File: src/sv/pu4x8_pkg.sv
`timescale 1ns / 1ps
package pu4x8_pkg;

    localparam int unsigned FW = 32;
    localparam int unsigned BW = 8;
    localparam int unsigned NCOMP = 4;

    localparam logic FUNC_PACK   = 1'b0;
    localparam logic FUNC_UNPACK = 1'b1;

    localparam logic [FW-1:0] ONE_BITS = 32'h3F80_0000;
    // single-precision 1/255
    localparam logic [FW-1:0] RECIP_BITS = 32'h3B80_8081;
    localparam logic [FW-1:0] SCALE_BITS = 32'h437F_0000;

    // unpack result per byte, precomputed as float bits of byte * (1/255)
    // each entry is rne(b * recip) where recip mantissa = 0x808081, exp -8
    function automatic logic [FW-1:0] unpack_byte(input logic [BW-1:0] b);
        logic [31:0] prod;
        logic [4:0]  lz;
        logic        found;
        logic [31:0] norm;
        logic [7:0]  expo;
        logic [23:0] mant;
        logic        rnd;
        logic        stk;
        logic [24:0] mr;
        begin
            prod = 32'(b) * 32'h0080_8081;
            lz = 5'd0;
            found = 1'b0;
            for (int i = 31; i >= 0; i--)
            begin
                if (prod[i] && !found)
                begin
                    lz = 5'(31 - i);
                    found = 1'b1;
                end
            end
            norm = prod << lz;
            // value = prod * 2^-31 ; top bit at 31-lz => exponent 31-lz-31 = -lz
            mant = norm[31:8];
            rnd = norm[7];
            stk = |norm[6:0];
            mr = {1'b0, mant} + 25'((rnd && (stk || mant[0])) ? 1 : 0);
            expo = 8'(127 - 32'(lz));
            if (mr[24])
            begin
                expo = expo + 8'd1;
                mr = mr >> 1;
            end
            if (b == '0)
            begin
                unpack_byte = '0;
            end
            else
            begin
                unpack_byte = {1'b0, expo, mr[22:0]};
            end
        end
    endfunction

endpackage

File: src/sv/pu4x8_lane.sv
`timescale 1ns / 1ps
module pu4x8_lane (
    input  logic                   clk,
    input  logic                   en0,
    input  logic                   en1,
    input  logic                   en2,
    input  logic [pu4x8_pkg::FW-1:0] comp,
    input  logic [pu4x8_pkg::BW-1:0] byte_in,
    output logic [pu4x8_pkg::BW-1:0] byte_out,
    output logic [pu4x8_pkg::FW-1:0] flt_out
);
    import pu4x8_pkg::*;

    // stage 1: clamp, 24-bit significand and shift amount
    logic [23:0] sig_reg, sig_next;
    logic [4:0]  sh_reg, sh_next;
    logic        sat_reg, sat_next, zero_reg, zero_next;
    logic [BW-1:0] b1_reg;

    always_comb
    begin
        sig_next  = {1'b1, comp[22:0]};
        sh_next   = 5'd0;
        sat_next  = 1'b0;
        zero_next = 1'b0;
        if (comp[31] || (comp[30:23] == 8'hFF && comp[22:0] != '0) || comp[30:23] < 8'd102)
        begin
            zero_next = 1'b1;
        end
        else if (comp[30:0] >= ONE_BITS[30:0])
        begin
            sat_next = 1'b1;
        end
        else
        begin
            // value = sig * 2^(e-150), e in [102,126]
            sh_next = 5'(8'd126 - comp[30:23]);
        end
    end

    always_ff @(posedge clk)
    begin
        if (en0)
        begin
            sig_reg  <= sig_next;
            sh_reg   <= sh_next;
            sat_reg  <= sat_next;
            zero_reg <= zero_next;
            b1_reg   <= byte_in;
        end
    end

    // stage 2: multiply by 255 (exact 32-bit product), unpack the byte
    logic [31:0] prod_reg, prod_next;
    logic [4:0]  sh2_reg;
    logic        sat2_reg, zero2_reg;
    logic [FW-1:0] f2_reg;

    assign prod_next = {8'd0, sig_reg} * 32'd255;

    always_ff @(posedge clk)
    begin
        if (en1)
        begin
            prod_reg  <= prod_next;
            sh2_reg   <= sh_reg;
            sat2_reg  <= sat_reg;
            zero2_reg <= zero_reg;
            f2_reg    <= unpack_byte(b1_reg);
        end
    end

    // stage 3: float rne to 24 bits, then round half up to integer
    // product value = prod * 2^(-24-sh) ; sh 0 => value < 255
    logic [BW-1:0] q_next;
    logic [55:0]   ext;
    logic [55:0]   shv;
    logic [55:0]   fr;
    logic          top;
    logic [31:0]   pr;
    logic [7:0]    ip;

    always_comb
    begin
        // rne of prod to 24 significant bits; prod has 31 or 32 bits
        top = prod_reg[31];
        if (top)
        begin
            pr = {prod_reg[31:8], 8'd0} +
                 ((prod_reg[7] && ((|prod_reg[6:0]) || prod_reg[8])) ? 32'h100 : 32'h0);
        end
        else
        begin
            pr = {prod_reg[31:7], 7'd0} +
                 ((prod_reg[6] && ((|prod_reg[5:0]) || prod_reg[7])) ? 32'h80 : 32'h0);
        end
        // integer part is pr >> (24+sh), fraction bit just below
        ext = {pr, 24'd0};
        shv = ext >> (7'd48 + 7'(sh2_reg));
        ip  = shv[7:0];
        fr  = ext >> (7'd47 + 7'(sh2_reg));
        if (zero2_reg)
        begin
            q_next = '0;
        end
        else if (sat2_reg)
        begin
            q_next = 8'hFF;
        end
        else
        begin
            q_next = ip + {7'd0, fr[0]};
        end
    end

    always_ff @(posedge clk)
    begin
        if (en2)
        begin
            byte_out <= q_next;
            flt_out  <= f2_reg;
        end
    end

endmodule

File: src/sv/pack_unpack_unorm_4x8_top.sv
`timescale 1ns / 1ps
// glsl packUnorm4x8 / unpackUnorm4x8 converter. func 0 packs four single
// floats (clamped to [0,1], NaN to 0) into bytes, func 1 unpacks a word into
// four floats byte*(1/255). one request per cycle while the output is not
// stalled, through a stall-able three-stage pipeline (clamp, multiply by
// 255, round); the unused output fields read zero.
module pack_unpack_unorm_4x8_top (
    input  logic        clk,
    input  logic        rst_n,
    input  logic        in_valid,
    output logic        in_stall,
    input  logic        func,
    input  logic [31:0] comp0_in,
    input  logic [31:0] comp1_in,
    input  logic [31:0] comp2_in,
    input  logic [31:0] comp3_in,
    input  logic [31:0] word_in,
    output logic        out_valid,
    input  logic        out_stall,
    output logic [31:0] word_out,
    output logic [31:0] comp0_out,
    output logic [31:0] comp1_out,
    output logic [31:0] comp2_out,
    output logic [31:0] comp3_out
);
    import pu4x8_pkg::*;

    logic v0_reg, v1_reg, v2_reg;
    logic f0_reg, f1_reg, f2_reg;
    logic en0, en1, en2;

    assign en2 = !v2_reg || !out_stall;
    assign en1 = !v1_reg || en2;
    assign en0 = !v0_reg || en1;
    assign in_stall = !en0;

    always_ff @(posedge clk or negedge rst_n)
    begin
        if (!rst_n)
        begin
            v0_reg <= 1'b0;
            v1_reg <= 1'b0;
            v2_reg <= 1'b0;
        end
        else
        begin
            if (en0) v0_reg <= in_valid;
            if (en1) v1_reg <= v0_reg;
            if (en2) v2_reg <= v1_reg;
        end
    end

    always_ff @(posedge clk)
    begin
        if (en0) f0_reg <= func;
        if (en1) f1_reg <= f0_reg;
        if (en2) f2_reg <= f1_reg;
    end

    logic [FW-1:0] comps [NCOMP];
    logic [BW-1:0] bytes_o [NCOMP];
    logic [FW-1:0] flts [NCOMP];

    assign comps[0] = comp0_in;
    assign comps[1] = comp1_in;
    assign comps[2] = comp2_in;
    assign comps[3] = comp3_in;

    for (genvar k = 0; k < NCOMP; k++)
    begin : g_lane
        pu4x8_lane u_lane (
            .clk      (clk),
            .en0      (en0),
            .en1      (en1),
            .en2      (en2),
            .comp     (comps[k]),
            .byte_in  (word_in[BW*k +: BW]),
            .byte_out (bytes_o[k]),
            .flt_out  (flts[k])
        );
    end

    logic is_pack;
    assign is_pack   = (f2_reg == FUNC_PACK);
    assign out_valid = v2_reg;
    assign word_out  = is_pack ? {bytes_o[3], bytes_o[2], bytes_o[1], bytes_o[0]} : '0;
    assign comp0_out = is_pack ? '0 : flts[0];
    assign comp1_out = is_pack ? '0 : flts[1];
    assign comp2_out = is_pack ? '0 : flts[2];
    assign comp3_out = is_pack ? '0 : flts[3];

`ifndef SYNTHESIS
    a_no_in_when_free: assert property (@(posedge clk) disable iff (!rst_n)
        !out_stall |-> !in_stall) else $error("stall without backpressure");
    a_hold: assert property (@(posedge clk) disable iff (!rst_n)
        out_valid && out_stall |=> out_valid && $stable(word_out))
        else $error("result changed under stall");
    a_excl: assert property (@(posedge clk) disable iff (!rst_n)
        out_valid |-> (word_out == '0) || (comp0_out == '0 && comp3_out == '0))
        else $error("both result groups set");
`endif

endmodule

File: config.mk
export PLATFORM = sky130hd
export DESIGN_NAME = pack_unpack_unorm_4x8_top
export DESIGN_NICKNAME = d
export VERILOG_FILES = /design/src/sv/pu4x8_pkg.sv /design/src/sv/pu4x8_lane.sv /design/src/sv/pack_unpack_unorm_4x8_top.sv
export SDC_FILE = /design/constraint.sdc
export NUM_CORES = 2
export LEC_CHECK = 0
export BUFFER_PORTS_ARGS = -buffer_cell sky130_fd_sc_hd__buf_2
export CAP_MARGIN = 25
export CORE_ASPECT_RATIO = 0.8
export CORE_MARGIN = 4
export CORE_UTILIZATION = 35
export CTS_CLUSTER_DIAMETER = 100
export DETAILED_ROUTE_END_ITERATION = 6
export GPL_ROUTABILITY_DRIVEN = 1
export SYNTH_ARGS = -nofsm -noshare
export SYNTH_HDL_FRONTEND = slang
export SYNTH_HIERARCHICAL = 1
export SYNTH_SLANG_ARGS = --single-unit
File: constraint.sdc
create_clock -name clk -period 11.15 [get_ports clk]
set_input_delay 1.6725 -clock clk [delete_from_list [all_inputs] [get_ports clk]]
set_output_delay 1.6725 -clock clk [all_outputs]
set_load 0.05 [all_outputs]
==> flow_results.xml <==
<?xml version="1.0" encoding="UTF-8"?>
<metrics>
  <group name="clock_network">
    <metric name="clock_tree_from_tritoncts" unit="">yes</metric>
    <metric name="insertion_delay" unit="ns">0.68</metric>
    <metric name="cts-htree-levels" unit="">3</metric>
    <metric name="clock_tree.root_cell" unit="">clkbuf_16</metric>
    <metric name="clockBufferDepth" unit="">3</metric>
    <metric name="cts_num_sinks" unit="">570</metric>
    <metric name="cts-hold-fix-buffers" unit="">0</metric>
    <metric name="number_of_gates_given_a_new_drive_strength_after_cts" unit="">0</metric>
    <metric name="clkSlewWorstSetupHoldPaths" unit="ns">0.06</metric>
    <metric name="cts.repair_timing.setup_buffer_count" unit="">0</metric>
    <metric name="tritoncts.num_buffers" unit="">70</metric>
  </group>
  <group name="timing">
    <metric name="max_freq" unit="MHz">151</metric>
    <metric name="holdWs" unit="ns">0.399</metric>
    <metric name="finalWorstSetupSlack" unit="ns">4.51</metric>
    <metric name="min_period_over_period" unit="">0.595</metric>
    <metric name="tightest_slew" unit="ns">1.03</metric>
    <metric name="slew_headroom" unit="">0.313</metric>
    <metric name="unrepaired_setup_endpoints_after_global_routing" unit="">false</metric>
    <metric name="timing_max_transition_violations_final" unit="">0</metric>
    <metric name="totalNegativeSetupSlack" unit="ns">0</metric>
    <metric name="final_period_minus_worst_setup_slack" unit="ns">6.64</metric>
    <metric name="final_hold_viol_count" unit="">0</metric>
    <metric name="clock-skew-final" unit="ns">0.0326</metric>
    <metric name="setup_viol_count_final" unit="">0</metric>
  </group>
  <group name="synth">
    <metric name="synth_xor_area_frac" unit="">0.0348</metric>
    <metric name="synth_seq_cells" unit="">570</metric>
    <metric name="synth.lib_cells_used.distinct" unit="">126</metric>
    <metric name="postSynthCellCount" unit="">4246</metric>
    <metric name="yosys.area_share.adder" unit="">0.245</metric>
    <metric name="mappedNetlistArea" unit="sq um">46300</metric>
    <metric name="synthFlopType" unit="">edfxtp_1</metric>
    <metric name="synth-warning-count" unit="">6</metric>
    <metric name="synth_top_family_by_area" unit="">adder cells</metric>
    <metric name="synth_area_in_simple_gates" unit="">0.150</metric>
    <metric name="synth_sequential_area_ratio" unit="">0.369</metric>
    <metric name="synthesized_area_fraction_occupied_by_ao_oa_aoi_and_oai_cells" unit="">0.123</metric>
    <metric name="synthesis.area_per_instance" unit="sq um">10.9</metric>
    <metric name="synth_mux_area_frac" unit="">0.0182</metric>
    <metric name="synth-edff-count" unit="">567</metric>
    <metric name="synthArstFlopShare" unit="">0.00526</metric>
  </group>
  <group name="finish">
    <metric name="share_of_final_layout_standard_cells_stronger_than_drive_strength_1" unit="">0.130</metric>
    <metric name="final.fill_count" unit="">12700</metric>
    <metric name="area.growth.synth_to_final" unit="%">12.0</metric>
    <metric name="final-seq-area" unit="sq um">17100</metric>
    <metric name="finish.cell_count_without_fillers" unit="">6319</metric>
    <metric name="fin_util" unit="">0.395</metric>
    <metric name="finish.net_count" unit="">5320</metric>
    <metric name="multi_input_comb_area" unit="sq um">26500</metric>
  </group>
  <group name="floorplanning">
    <metric name="placeableCoreArea" unit="sq um">131000</metric>
    <metric name="start_util" unit="">0.352</metric>
    <metric name="die_width" unit="um">415</metric>
    <metric name="full_die_area" unit="sq um">138000</metric>
    <metric name="number_of_placed_i_o_pins" unit="">327</metric>
    <metric name="standard_cell_row_count" unit="">119</metric>
    <metric name="die_h" unit="um">333</metric>
  </group>
  <group name="power_and_ir_drop">
    <metric name="total_power_divided_by_cell_area" unit="nW/um^2">298</metric>
    <metric name="ir_worst_vdd" unit="mV">0.231</metric>
    <metric name="netSwitchingPower" unit="mW">6.50</metric>
    <metric name="clock_power_share" unit="">0.153</metric>
    <metric name="internal-power" unit="mW">8.98</metric>
    <metric name="leakagePower" unit="nW">21.1</metric>
    <metric name="power.sequential.fraction" unit="">0.249</metric>
    <metric name="switching_share" unit="">0.420</metric>
    <metric name="power_frac_comb" unit="">0.598</metric>
  </group>
  <group name="global_routing">
    <metric name="grt.total_usage" unit="">0.164</metric>
    <metric name="grt_max_degree" unit="">100</metric>
    <metric name="number_of_antenna_violations_at_the_first_check_in_global_routing" unit="">9</metric>
    <metric name="grt_pass1_wl" unit="um">183000</metric>
    <metric name="grt_ovf" unit="">0</metric>
    <metric name="grt_pass1_vias" unit="">32900</metric>
  </group>
  <group name="placement">
    <metric name="place_ws" unit="ns">4.63</metric>
    <metric name="number_of_i_o_port_buffers" unit="">322</metric>
    <metric name="numPlacedInstances" unit="">6186</metric>
    <metric name="finalWeightedCongestion" unit="">0.912</metric>
    <metric name="post-dp-hpwl" unit="um">88800</metric>
  </group>
  <group name="worst_setup_path">
    <metric name="critical_path.max_fanout" unit="">24</metric>
    <metric name="setup.reg_to_reg.worst_slack" unit="ns">4.51</metric>
    <metric name="timing.critical_path.required" unit="ns">11.56</metric>
    <metric name="worst_setup_path_start_kind" unit="">register</metric>
    <metric name="worst_ep_arrival_time" unit="ns">7.05</metric>
    <metric name="timing.rr.start" unit="">g_lane[3].u_lane/b1_reg[0]</metric>
    <metric name="reg2regPathDepth" unit="">20</metric>
    <metric name="crit-reg2reg-capture" unit="">g_lane[3].u_lane/f2_reg[0]</metric>
    <metric name="timing_worst_setup_path_type" unit="">reg2reg</metric>
    <metric name="timing.critical_path.to_type" unit="">register</metric>
  </group>
  <group name="routing">
    <metric name="drt_wl_total" unit="um">114000</metric>
    <metric name="drt.antenna.violating_nets" unit="">0</metric>
    <metric name="drtPass1Iterations" unit="">5</metric>
    <metric name="routed_vias" unit="">32600</metric>
    <metric name="remaining_drc_errors" unit="">0</metric>
    <metric name="drt_first_iter_violations" unit="">2398</metric>
    <metric name="wire_per_inst" unit="um">18.0</metric>
    <metric name="drt-vias-per-instance" unit="">5.16</metric>
  </group>
  <group name="run">
    <metric name="cap_violations" unit="">0</metric>
  </group>
  <group name="min_path">
    <metric name="holdPathEnd" unit="">g_lane[1].u_lane/flt_out[22]</metric>
    <metric name="min_path_cells" unit="">0</metric>
    <metric name="timing.hold.worst.start" unit="">g_lane[1].u_lane/f2_reg[22]</metric>
    <metric name="hp-class" unit="">reg2reg</metric>
  </group>
  <group name="run_status">
    <metric name="run_status" unit="">finished clean</metric>
  </group>
</metrics>
-- final cells by class --
cell class | count | area share
Inverter | 513 | 0.0372
Clock buffer | 75 | 0.0345
Timing Repair Buffer | 343 | 0.0342
Antenna cell | 5 | 0.000241
Sequential cell | 570 | 0.330
Tap cell | 1754 | 0.0423
Multi-Input combinational cell | 3006 | 0.510
Clock inverter | 53 | 0.0117
-- metal layers --
metal | share of wire | global-route usage | wire (um) | up-vias
li1 | - | - | - | 15700
met1 | 0.45 | 0.229 | 51600 | 15900
met2 | 0.46 | 0.262 | 51800 | 890
met3 | 0.054 | 0.0277 | 6130 | 177
met4 | 0.035 | 0.0542 | 3970 | 0
met5 | 0 | 0 | 0 | -
-- power by group through the flow --
stage	Sequential, mW	Clock, mW	Combinational [mW]
6_report	3.85	2.37	9.25
5_1_grt	3.92	2.56	10.7
4_1_cts	3.86	2.47	9.36
3_5_place_dp	3.90	0	9.31
3_3_place_gp	3.89	0	9.16
2_1_floorplan	3.77	0	7.55
-- layout by cell type (no fill, tap or decap), types with 35 or more instances in the layout --
cell / synthesis / layout
a31oi_1: 47 / 47
xor2_1: 58 / 58
buf_2: 30 / 322
xnor2_1: 124 / 124
inv_1: 502 / 502
a21oi_1: 184 / 184
nand2b_1: 36 / 36
nor4_1: 53 / 53
edfxtp_1: 567 / 567
nor2_1: 324 / 324
o21a_1: 35 / 35
ha_1: 227 / 227
clkbuf_16: 0 / 71
nor3_1: 94 / 94
a21o_1: 43 / 43
o21ai_0: 105 / 105
fa_1: 424 / 424
and2_1: 150 / 150
and3_1: 37 / 37
o211ai_1: 45 / 45
a211oi_1: 42 / 42
nor2b_1: 64 / 64
nand3_1: 108 / 107
mux2i_1: 53 / 53
nand2_1: 190 / 189
nand4_1: 58 / 58
-- worst max path at each step --
stage / startpoint / end / slack (ns)
after floorplan: out_stall / f1_reg / 1.18
after global placement: g_lane[3].u_lane/b1_reg[0] / g_lane[3].u_lane/f2_reg[0] / 4.72
after detailed placement: g_lane[3].u_lane/b1_reg[0] / g_lane[3].u_lane/f2_reg[0] / 4.63
after CTS: g_lane[3].u_lane/b1_reg[0] / g_lane[3].u_lane/f2_reg[0] / 4.60
after global routing: g_lane[3].u_lane/b1_reg[0] / g_lane[3].u_lane/f2_reg[0] / 4.09
final: g_lane[3].u_lane/b1_reg[0] / g_lane[3].u_lane/f2_reg[0] / 4.51
-- worst max-delay path, stage by stage (launching register included) --
cell and delay (ns):
edfxtp_1 0.61, ha_1 0.32, ha_1 0.21, ha_1 0.34
nand4_1 0.24, or3_1 0.44, a221o_1 0.40, nor4_4 0.14
buf_4 0.31, inv_4 0.11, o21ai_4 0.62, inv_2 0.35
mux2i_1 0.25, o22a_1 0.19, nand2_1 0.08, nor2_1 0.10
ha_1 0.22, nand2_1 0.14, nor3_2 0.23, and3_1 0.74
mux2_4 0.35
-- through the flow --
stage          power [mW]  instance area (sq um)
2_1_floorplan        11.3                  46300
3_3_place_gp         13.0                  49500
3_5_place_dp         13.2                  49500
4_1_cts              15.7                  51900
5_1_grt              17.2                  51900
6_report             15.5                  51900
-- cell usage after synthesis (29+ instances only) --
| master | number | area (sq um) |
|---|---|---|
| edfxtp_1 | 567 | 17000 |
| inv_1 | 502 | 1880 |
| fa_1 | 424 | 8490 |
| nor2_1 | 324 | 1220 |
| ha_1 | 227 | 2840 |
| nand2_1 | 190 | 713 |
| a21oi_1 | 184 | 921 |
| and2_1 | 150 | 938 |
| xnor2_1 | 124 | 1090 |
| nand3_1 | 108 | 541 |
| o21ai_0 | 105 | 526 |
| nor3_1 | 94 | 470 |
| clkbuf_1 | 76 | 285 |
| nor2b_1 | 64 | 400 |
| nand4_1 | 58 | 363 |
| xor2_1 | 58 | 508 |
| mux2i_1 | 53 | 531 |
| nor4_1 | 53 | 332 |
| a31oi_1 | 47 | 294 |
| o211ai_1 | 45 | 338 |
| a21o_1 | 43 | 323 |
| a211oi_1 | 42 | 315 |
| and3_1 | 37 | 231 |
| nand2b_1 | 36 | 225 |
| o21a_1 | 35 | 263 |
| or3_1 | 33 | 206 |
| buf_2 | 30 | 150 |
| buf_4 | 29 | 218 |
-- logic make-up (layout without fill, tap and decap cells) --
logic type               Yosys count  after routing
other                              4             13
XOR/XNOR                         183            183
buffers and inverters            674            984
AO/OA/AOI/OAI                    809            809
multiplexers                      78             78
AND/OR/NAND/NOR                 1277           1277
flip-flops                       570            570
adder cells (fa/ha/maj)          651            651
Power figures use the tool's default switching activity.
